$ cat src/rtl/idfs_pkg.sv
// ----------------------------------------------------------------------------
// idfs_pkg
// Shared types and codes for the ID allocator with a LIFO free stack.
// ----------------------------------------------------------------------------
package idfs_pkg;

    localparam int KIND_W   = 2;
    localparam int HANDLE_W = 16;
    localparam int ID_W     = 7;
    localparam int STATUS_W = 2;

    typedef enum logic [KIND_W-1:0] {
        KIND_ALLOC   = 2'd0,
        KIND_RELEASE = 2'd1,
        KIND_LOOKUP  = 2'd2,
        KIND_CLEAR   = 2'd3
    } kind_t;

    typedef enum logic [STATUS_W-1:0] {
        ST_OK        = 2'd0,
        ST_FULL      = 2'd1,
        ST_NULL      = 2'd2,
        ST_NOT_FOUND = 2'd3
    } status_t;

    typedef enum logic {
        S_IDLE = 1'b0,
        S_EXEC = 1'b1
    } state_t;

    // controller to datapath
    typedef struct packed {
        logic accept;   // capture request, start memory reads
        logic execute;  // update state, load result register
    } cmd_t;

    // datapath to controller
    typedef struct packed {
        logic out_free; // result register can take a new result
    } sts_t;

endpackage

$ cat src/rtl/id_allocator_free_stack.sv
// Flow: an accepted request waits until the result register is free, then
// executes and loads the result register; the result waits for m_tready.
// Requests: no new request is accepted before the last one executes, set by
// the registered free stack and handle table reads ahead of the update.
// Reset: clears the state machine, valid bits, counters and result valid; the
// memories are not cleared and need no clearing pass. A clear request goes
// through the same accept and execute steps.
// ----------------------------------------------------------------------------
// id_allocator_free_stack
// Allocates IDs 1..MAX_IDS bound to caller handles, reusing freed IDs LIFO.
// ----------------------------------------------------------------------------
module id_allocator_free_stack #(
    parameter int MAX_IDS     = 64,
    parameter int HANDLE_BITS = 16
) (
    input  logic        clk,
    input  logic        rst_n,
    input  logic        s_tvalid,
    output logic        s_tready,
    input  logic [23:0] s_tdata,   // [15:0] owner_handle, [22:16] target_id, [23] zero
    input  logic [1:0]  s_tuser,   // [1:0] kind
    output logic        m_tvalid,
    input  logic        m_tready,
    output logic [23:0] m_tdata,   // [6:0] granted_id, [22:7] bound_handle, [23] zero
    output logic [1:0]  m_tuser    // [1:0] status
);

    idfs_pkg::cmd_t    cmd;
    idfs_pkg::sts_t    sts;
    idfs_pkg::status_t out_status;
    logic [idfs_pkg::ID_W-1:0]     out_granted;
    logic [idfs_pkg::HANDLE_W-1:0] out_bound;

    idfs_ctrl u_ctrl (
        .clk      (clk),
        .rst_n    (rst_n),
        .s_tvalid (s_tvalid),
        .s_tready (s_tready),
        .sts      (sts),
        .cmd      (cmd)
    );

    idfs_datapath #(
        .MAX_IDS     (MAX_IDS),
        .HANDLE_BITS (HANDLE_BITS)
    ) u_datapath (
        .clk         (clk),
        .rst_n       (rst_n),
        .cmd         (cmd),
        .sts         (sts),
        .in_kind     (idfs_pkg::kind_t'(s_tuser)),
        .in_handle   (s_tdata[15:0]),
        .in_target   (s_tdata[22:16]),
        .out_valid   (m_tvalid),
        .out_ready   (m_tready),
        .out_granted (out_granted),
        .out_bound   (out_bound),
        .out_status  (out_status)
    );

    assign m_tdata = {1'b0, out_bound, out_granted};
    assign m_tuser = out_status;

endmodule

$ cat src/rtl/idfs_ctrl.sv
// ----------------------------------------------------------------------------
// idfs_ctrl
// Request sequencer: accept a request, then execute it once the result
// register is free.
// ----------------------------------------------------------------------------
module idfs_ctrl (
    input  logic              clk,
    input  logic              rst_n,
    input  logic              s_tvalid,
    output logic              s_tready,
    input  idfs_pkg::sts_t    sts,
    output idfs_pkg::cmd_t    cmd
);

    idfs_pkg::state_t state_reg;
    idfs_pkg::state_t state_next;

    always_ff @(posedge clk or negedge rst_n)
    begin
        if (!rst_n)
        begin
            state_reg <= idfs_pkg::S_IDLE;
        end
        else
        begin
            state_reg <= state_next;
        end
    end

    always_comb
    begin
        state_next  = state_reg;
        s_tready    = 1'b0;
        cmd.accept  = 1'b0;
        cmd.execute = 1'b0;
        unique case (state_reg)
            idfs_pkg::S_IDLE:
            begin
                s_tready = 1'b1;
                if (s_tvalid)
                begin
                    cmd.accept = 1'b1;
                    state_next = idfs_pkg::S_EXEC;
                end
            end
            idfs_pkg::S_EXEC:
            begin
                // hold until the previous result is taken
                if (sts.out_free)
                begin
                    cmd.execute = 1'b1;
                    state_next  = idfs_pkg::S_IDLE;
                end
            end
        endcase
    end

endmodule

$ cat src/rtl/idfs_datapath.sv
// ----------------------------------------------------------------------------
// idfs_datapath
// Free stack and handle table memories, valid bits, counters and the
// result register.
// ----------------------------------------------------------------------------
module idfs_datapath #(
    parameter int MAX_IDS     = 64,
    parameter int HANDLE_BITS = 16
) (
    input  logic                              clk,
    input  logic                              rst_n,
    input  idfs_pkg::cmd_t                    cmd,
    output idfs_pkg::sts_t                    sts,
    input  idfs_pkg::kind_t                   in_kind,
    input  logic [idfs_pkg::HANDLE_W-1:0]     in_handle,
    input  logic [idfs_pkg::ID_W-1:0]         in_target,
    output logic                              out_valid,
    input  logic                              out_ready,
    output logic [idfs_pkg::ID_W-1:0]         out_granted,
    output logic [idfs_pkg::HANDLE_W-1:0]     out_bound,
    output idfs_pkg::status_t                 out_status
);

    localparam int CW = $clog2(MAX_IDS + 2);
    localparam int AW = $clog2(MAX_IDS);
    localparam int TW = (CW > idfs_pkg::ID_W) ? CW : idfs_pkg::ID_W;
    localparam int HW = (HANDLE_BITS < idfs_pkg::HANDLE_W) ? HANDLE_BITS : idfs_pkg::HANDLE_W;

    localparam logic [CW-1:0] MAX_C = CW'(MAX_IDS);
    localparam logic [TW-1:0] MAX_T = TW'(MAX_IDS);

    // memories
    logic [CW-1:0] stack_mem [MAX_IDS];
    logic [HW-1:0] table_mem [MAX_IDS];
    logic [CW-1:0] stack_rd_reg;
    logic [HW-1:0] table_rd_reg;

    // request
    idfs_pkg::kind_t             kind_reg;
    logic [HW-1:0]               handle_reg;
    logic [idfs_pkg::ID_W-1:0]   target_reg;

    // allocator state
    logic [MAX_IDS-1:0] valid_reg, valid_next;
    logic [CW-1:0]      free_count_reg, free_count_next;
    logic [CW-1:0]      fresh_reg, fresh_next;
    logic [CW-1:0]      active_reg, active_next;

    // result register
    logic                          out_valid_reg, out_valid_next;
    logic [idfs_pkg::ID_W-1:0]     granted_reg;
    logic [idfs_pkg::HANDLE_W-1:0] bound_reg;
    idfs_pkg::status_t             status_reg;

    // execute stage
    logic [TW-1:0] in_tgt_ext, in_tgt_dec;
    logic [CW-1:0] fc_dec;
    logic [TW-1:0] tgt_ext, tgt_dec;
    logic [AW-1:0] tgt_idx;
    logic          tgt_reg_ok;
    logic [CW-1:0] id_sel, id_dec;
    logic [AW-1:0] id_idx;
    logic          id_ok;
    logic          id_found;
    logic [TW-1:0] granted_ext;
    logic [CW-1:0] granted_c;
    logic [idfs_pkg::HANDLE_W-1:0] bound_c;
    idfs_pkg::status_t status_c;
    logic          stack_we;
    logic          table_we;

    assign in_tgt_ext = TW'(in_target);
    assign in_tgt_dec = in_tgt_ext - TW'(1);
    assign fc_dec     = free_count_reg - CW'(1);

    assign tgt_ext    = TW'(target_reg);
    assign tgt_dec    = tgt_ext - TW'(1);
    assign tgt_idx    = tgt_dec[AW-1:0];
    assign tgt_reg_ok = (tgt_ext != '0) && (tgt_ext <= MAX_T) && valid_reg[tgt_idx];

    // pop the stack top, else take the next never-used ID
    always_comb
    begin
        id_found = 1'b1;
        if (free_count_reg != '0)
        begin
            id_sel = stack_rd_reg;
        end
        else if (fresh_reg != '0 && fresh_reg <= MAX_C)
        begin
            id_sel = fresh_reg;
        end
        else
        begin
            id_sel   = '0;
            id_found = 1'b0;
        end
    end

    assign id_dec = id_sel - CW'(1);
    assign id_idx = id_dec[AW-1:0];
    assign id_ok  = id_found && (id_sel != '0) && (id_sel <= MAX_C);

    always_comb
    begin
        valid_next      = valid_reg;
        free_count_next = free_count_reg;
        fresh_next      = fresh_reg;
        active_next     = active_reg;
        granted_c       = '0;
        bound_c         = '0;
        status_c        = idfs_pkg::ST_OK;
        stack_we        = 1'b0;
        table_we        = 1'b0;
        if (cmd.execute)
        begin
            unique case (kind_reg)
                idfs_pkg::KIND_ALLOC:
                begin
                    if (handle_reg == '0)
                    begin
                        status_c = idfs_pkg::ST_NULL;
                    end
                    else if (active_reg >= MAX_C)
                    begin
                        status_c = idfs_pkg::ST_FULL;
                    end
                    else
                    begin
                        if (free_count_reg != '0)
                        begin
                            free_count_next = fc_dec;
                        end
                        else if (id_found)
                        begin
                            fresh_next = fresh_reg + CW'(1);
                        end
                        if (!id_ok)
                        begin
                            status_c = idfs_pkg::ST_FULL;
                        end
                        else
                        begin
                            table_we  = 1'b1;
                            granted_c = id_sel;
                            if (!valid_reg[id_idx])
                            begin
                                valid_next[id_idx] = 1'b1;
                                active_next        = active_reg + CW'(1);
                            end
                        end
                    end
                end
                idfs_pkg::KIND_RELEASE:
                begin
                    if (!tgt_reg_ok)
                    begin
                        status_c = idfs_pkg::ST_NOT_FOUND;
                    end
                    else
                    begin
                        valid_next[tgt_idx] = 1'b0;
                        if (active_reg != '0)
                        begin
                            active_next = active_reg - CW'(1);
                        end
                        // drop the push if the stack is somehow full
                        if (free_count_reg < MAX_C)
                        begin
                            stack_we        = 1'b1;
                            free_count_next = free_count_reg + CW'(1);
                        end
                    end
                end
                idfs_pkg::KIND_LOOKUP:
                begin
                    if (!tgt_reg_ok)
                    begin
                        status_c = idfs_pkg::ST_NOT_FOUND;
                    end
                    else
                    begin
                        bound_c = idfs_pkg::HANDLE_W'(table_rd_reg);
                    end
                end
                idfs_pkg::KIND_CLEAR:
                begin
                    valid_next      = '0;
                    free_count_next = '0;
                    fresh_next      = CW'(1);
                    active_next     = '0;
                end
            endcase
        end
    end

    assign granted_ext = TW'(granted_c);

    // memories: read on accept, write on execute
    always_ff @(posedge clk)
    begin
        if (cmd.accept)
        begin
            stack_rd_reg <= stack_mem[fc_dec[AW-1:0]];
            table_rd_reg <= table_mem[in_tgt_dec[AW-1:0]];
        end
        if (stack_we)
        begin
            stack_mem[free_count_reg[AW-1:0]] <= tgt_ext[CW-1:0];
        end
        if (table_we)
        begin
            table_mem[id_idx] <= handle_reg;
        end
    end

    // request capture
    always_ff @(posedge clk)
    begin
        if (cmd.accept)
        begin
            kind_reg   <= in_kind;
            handle_reg <= in_handle[HW-1:0];
            target_reg <= in_target;
        end
    end

    always_ff @(posedge clk or negedge rst_n)
    begin
        if (!rst_n)
        begin
            valid_reg      <= '0;
            free_count_reg <= '0;
            fresh_reg      <= CW'(1);
            active_reg     <= '0;
            out_valid_reg  <= 1'b0;
        end
        else
        begin
            valid_reg      <= valid_next;
            free_count_reg <= free_count_next;
            fresh_reg      <= fresh_next;
            active_reg     <= active_next;
            out_valid_reg  <= out_valid_next;
        end
    end

    always_comb
    begin
        out_valid_next = out_valid_reg;
        if (cmd.execute)
        begin
            out_valid_next = 1'b1;
        end
        else if (out_ready)
        begin
            out_valid_next = 1'b0;
        end
    end

    always_ff @(posedge clk)
    begin
        if (cmd.execute)
        begin
            granted_reg <= granted_ext[idfs_pkg::ID_W-1:0];
            bound_reg   <= bound_c;
            status_reg  <= status_c;
        end
    end

    assign sts.out_free = !out_valid_reg || out_ready;
    assign out_valid    = out_valid_reg;
    assign out_granted  = granted_reg;
    assign out_bound    = bound_reg;
    assign out_status   = status_reg;

endmodule
$ cat config.mk
export PLATFORM = sky130hd
export DESIGN_NAME = id_allocator_free_stack
export DESIGN_NICKNAME = d
export VERILOG_FILES = /design/src/rtl/idfs_pkg.sv /design/src/rtl/id_allocator_free_stack.sv /design/src/rtl/idfs_ctrl.sv /design/src/rtl/idfs_datapath.sv
export SDC_FILE = /design/constraint.sdc
export NUM_CORES = 2
export LEC_CHECK = 0
export BUFFER_PORTS_ARGS = -buffer_cell sky130_fd_sc_hd__buf_2
export CORE_MARGIN = 2
export CORE_UTILIZATION = 40
export DETAILED_ROUTE_END_ITERATION = 8
export GPL_TIMING_DRIVEN = 0
export HOLD_SLACK_MARGIN = 0.03
export PLACE_DENSITY_LB_ADDON = 0.15
export SETUP_SLACK_MARGIN = 0.05
export SLEW_MARGIN = 30
export SYNTH_ARGS = -nofsm -noshare
export SYNTH_HDL_FRONTEND = slang
export SYNTH_SLANG_ARGS = --single-unit
$ cat constraint.sdc
create_clock -name clk -period 6.5 [get_ports clk]
set_input_delay 0.65 -clock clk [delete_from_list [all_inputs] [get_ports clk]]
set_output_delay 0.65 -clock clk [all_outputs]
set_load 0.005 [all_outputs]
==> flow_summary_export.csv <==
group,metric,value,unit
cells_and_area,largest_reg_flops,1024,
logic_synthesis,syn_inst,3177,
floorplan,core_area,163000,um^2
global_route,grt_pass1_wl,259,mm
clocking,cts_root_buffer,"clkbuf_16",
timing,setup-violations-final,0,
clocking,cts-buffers-inserted,174,
clocking,clk_pin_slew,60,ps
route,antenna_left,0,
placement,dp_hpwl,129,mm
floorplan,io_pins,58,
logic_synthesis,ys_warn_count,0,
cells_and_area,seq_area,48600,um^2
cells_and_area,drive_above_1_share,0.336,
timing,timing.setup.tns,0,ps
cells_and_area,nFillCells,13298,
global_route,gr-usage-all-layers,0.218,
floorplan,die_h,409,um
logic_synthesis,async_flop_share,0.0533,
timing,finalClockSkew,36.0,ps
placement,portBuffers,55,
flow_run,cap_violations,0,
pwr,power,31.1,mW
worst_setup_path,crit_arrival,6870,ps
logic_synthesis,ys_seq_elements,1632,
hold_path,hold_class,"in2reg",
timing,fmax,157,MHz
logic_synthesis,synth_area_leader_cell,"edfxtp_1",
global_route,first_global_vias,34985,
logic_synthesis,synth_top_area_share,0.707,
clocking,clock_path_buffers,3,
global_route,grt_overflow,0,
worst_setup_path,crit_path_cell_trace,"buf_2, clkbuf_4, inv_1, ha_1, or3b_1, o21ai_2, o31ai_4, inv_2, buf_4, ha_1, clkbuf_2, o311ai_1, mux2i_1, or4_1, clkbuf_1, nor3_4, nand2_2, nor2_2, buf_6",
pwr,p_per_area,399,nW/um^2
global_route,grt_max_degree,47,
timing,rsz0062_at_grt,"yes",
route,vias,34581,
worst_setup_path,slowest_stage,"or3b_1",
route,drt_first_iter_violations,4310,
logic_synthesis,synth_seq_area_share,0.740,
worst_setup_path,crit_path_end_kind,"flop",
cells_and_area,finalNetCount,3658,
timing,layout_min_cycle_time,6370,ps
cells_and_area,multi_input_area,17300,um^2
timing,maxSlewHeadroom,0.109,
timing,finalHoldViolCount,0,
route,wl,182,mm
floorplan,start_util,0.403,
timing,drv_slew,0,
clocking,h-tree-depth,4,
pwr,p_leak,24.7,nW
logic_synthesis,syn_avg_cell_area,20.7,um^2
route,via_per_inst,5.84,
worst_setup_path,worstPathRequired,7000,ps
worst_setup_path,cpMostUsedCell,"ha_1",
timing,finalCritPeriodShare,0.980,
logic_synthesis,syn_area,65600,um^2
route,first_pass_iters,8,
route,wire_per_inst,30.6,um
pwr,vdd_ir_drop_max,0.282,mV
global_route,grt_antenna_before_repair,7,
timing,tightest_slew,1340,ps
logic_synthesis,syn_nets,3226,
floorplan,die_x,409,um
logic_synthesis,ys_types,83,
worst_setup_path,crit_path_max_incr_delay,510,ps
floorplan,dieArea,167000,um^2
clocking,clk_latency,810,ps
outcome,status,"finished clean",
route,remaining_drc_errors,0,
worst_setup_path,crit_path_max_fanout,11,
cells_and_area,area_growth,18.6,%
clocking,cts_tree,"yes",
placement,place.gp.congestion,0.943,
floorplan,rows,148,
worst_setup_path,cp-start-kind,"flop",
logic_synthesis,synth_top_flop_cell,"edfxtp_1",
worst_setup_path,path_class,"reg2reg",
logic_synthesis,yosys-top-cells-area,"edfxtp_1 (71%), mux4_2 (17%), dfrtp_1 (3.3%)",
clocking,clock_sinks,1632,
logic_synthesis,synth_edf_count,1545,
[kinds of logic after synthesis]
logic type      count (synthesis)  synth area share
compound gates                266            0.0290
xor+xnor                       31           0.00414
fa+ha+maj                      19           0.00374
buf+inv                       210            0.0136
flops                        1632             0.740
mux                           513             0.171
other cells                     1         0.0000571
simple gates                  505            0.0383
[cell usage after synthesis, types with 6 or more instances]
| cell type | n |
|---|---|
| edfxtp_1 | 1545 |
| mux4_2 | 486 |
| nor2_1 | 178 |
| clkbuf_1 | 118 |
| nand2_1 | 113 |
| dfrtp_1 | 86 |
| o21ai_0 | 83 |
| a2bb2oi_1 | 60 |
| nor4_1 | 48 |
| buf_1 | 33 |
| nor3_1 | 28 |
| and2_1 | 26 |
| nor4b_1 | 25 |
| inv_1 | 24 |
| a21oi_1 | 23 |
| nand3_1 | 23 |
| xnor2_1 | 19 |
| buf_2 | 18 |
| ha_1 | 18 |
| mux2i_1 | 15 |
| xor2_1 | 12 |
| a31oi_1 | 11 |
| nand2b_1 | 11 |
| nor2b_1 | 9 |
| or3_1 | 8 |
| buf_4 | 7 |
| buf_6 | 7 |
| o211ai_1 | 7 |
| a211oi_1 | 6 |
| a21o_1 | 6 |
| a32oi_1 | 6 |
| mux2_1 | 6 |
| mux2_2 | 6 |
[worst max-delay path, delay by kind of cell, from the launching register on]
kind	cells	cell delay (ps)
AO/OA/AOI/OAI	3	560
adder cells (fa/ha/maj)	2	430
buffers and inverters	8	2100
flip-flops	1	430
multiplexers	1	200
AND/OR/NAND/NOR	5	2330
[path summary, 6_finish.rpt]
kind	from	to	slack (ps)	cells past startpoint
setup / recovery	u_datapath.free_count_reg[0]	u_datapath.table_mem[57][3]	130	19
hold / removal	s_tvalid	u_ctrl.state_reg	110	3
setup reg to reg	u_datapath.free_count_reg[0]	u_datapath.table_mem[57][3]	130	19
hold reg to reg	u_datapath.out_valid	u_datapath.out_valid	510	2
max in group asynchronous	rst_n	u_datapath.valid_reg[22]	5530	3
min in group asynchronous	rst_n	u_datapath.active_reg[2]	350	2
[cells in the final DEF (no fill, tap or decap), drive strengths merged, types with 31 or more instances in the layout]
master,netlist,final
clkbuf,118,335
dfrtp,86,86
inv,25,36
clkinv,2,87
nand2,113,113
nor4,50,50
a2bb2oi,60,60
edfxtp,1545,1545
mux4,486,486
nor2,180,180
nor3,31,31
o21ai,86,86
buf,65,286
[routing by layer]
layer | global-route usage | routed length, um
met1 | 0.313 | 78200
met2 | 0.337 | 85300
met3 | 0.0481 | 14300
met4 | 0.0551 | 3840
met5 | 0 | 0
[layout make-up]
cell class / count / share of cell area
repair buffers: 257 / 0.0342
clock buffers: 202 / 0.0577
diodes: 1 / 0.0000321
flip-flops and latches: 1632 / 0.624
well taps: 2175 / 0.0350
multi-input cells: 1335 / 0.223
plain buffers: 182 / 0.0111
inverters: 27 / 0.00135
clock inverters: 114 / 0.0142
[power breakdown]
part / switching, mW / total [mW] / internal, mW
combinational: 5.54 / 8.77 / 3.24
clock: 4.15 / 9.69 / 5.55
sequential: 0.343 / 12.6 / 12.3
[stage by stage]
stage	worst slack [ps]	utilization	std cells	instance area, um^2	hold WS (ps)
5_1_grt	-73.6	0.478	5924	77900	74.1
3_3_place_gp	-1840	0.422	5407	68600	499
2_1_floorplan	1300	-	3177	65600	354
6_report	128	0.478	5925	77900	112
3_5_place_dp	-1100	0.434	5553	70700	498
4_1_cts	-39.2	0.474	5897	77100	38.3
[timing repair]
item                                   in CTS  in global routing
gates resized for setup                   125                108
setup buffers                               8                 26
pin swaps                                   5                 10
endpoints found under the hold margin      59                  0
gates cloned                                0                  0
hold buffers                               20                  0
setup endpoints to repair                1543                978
(Power assumes the default switching activity.)
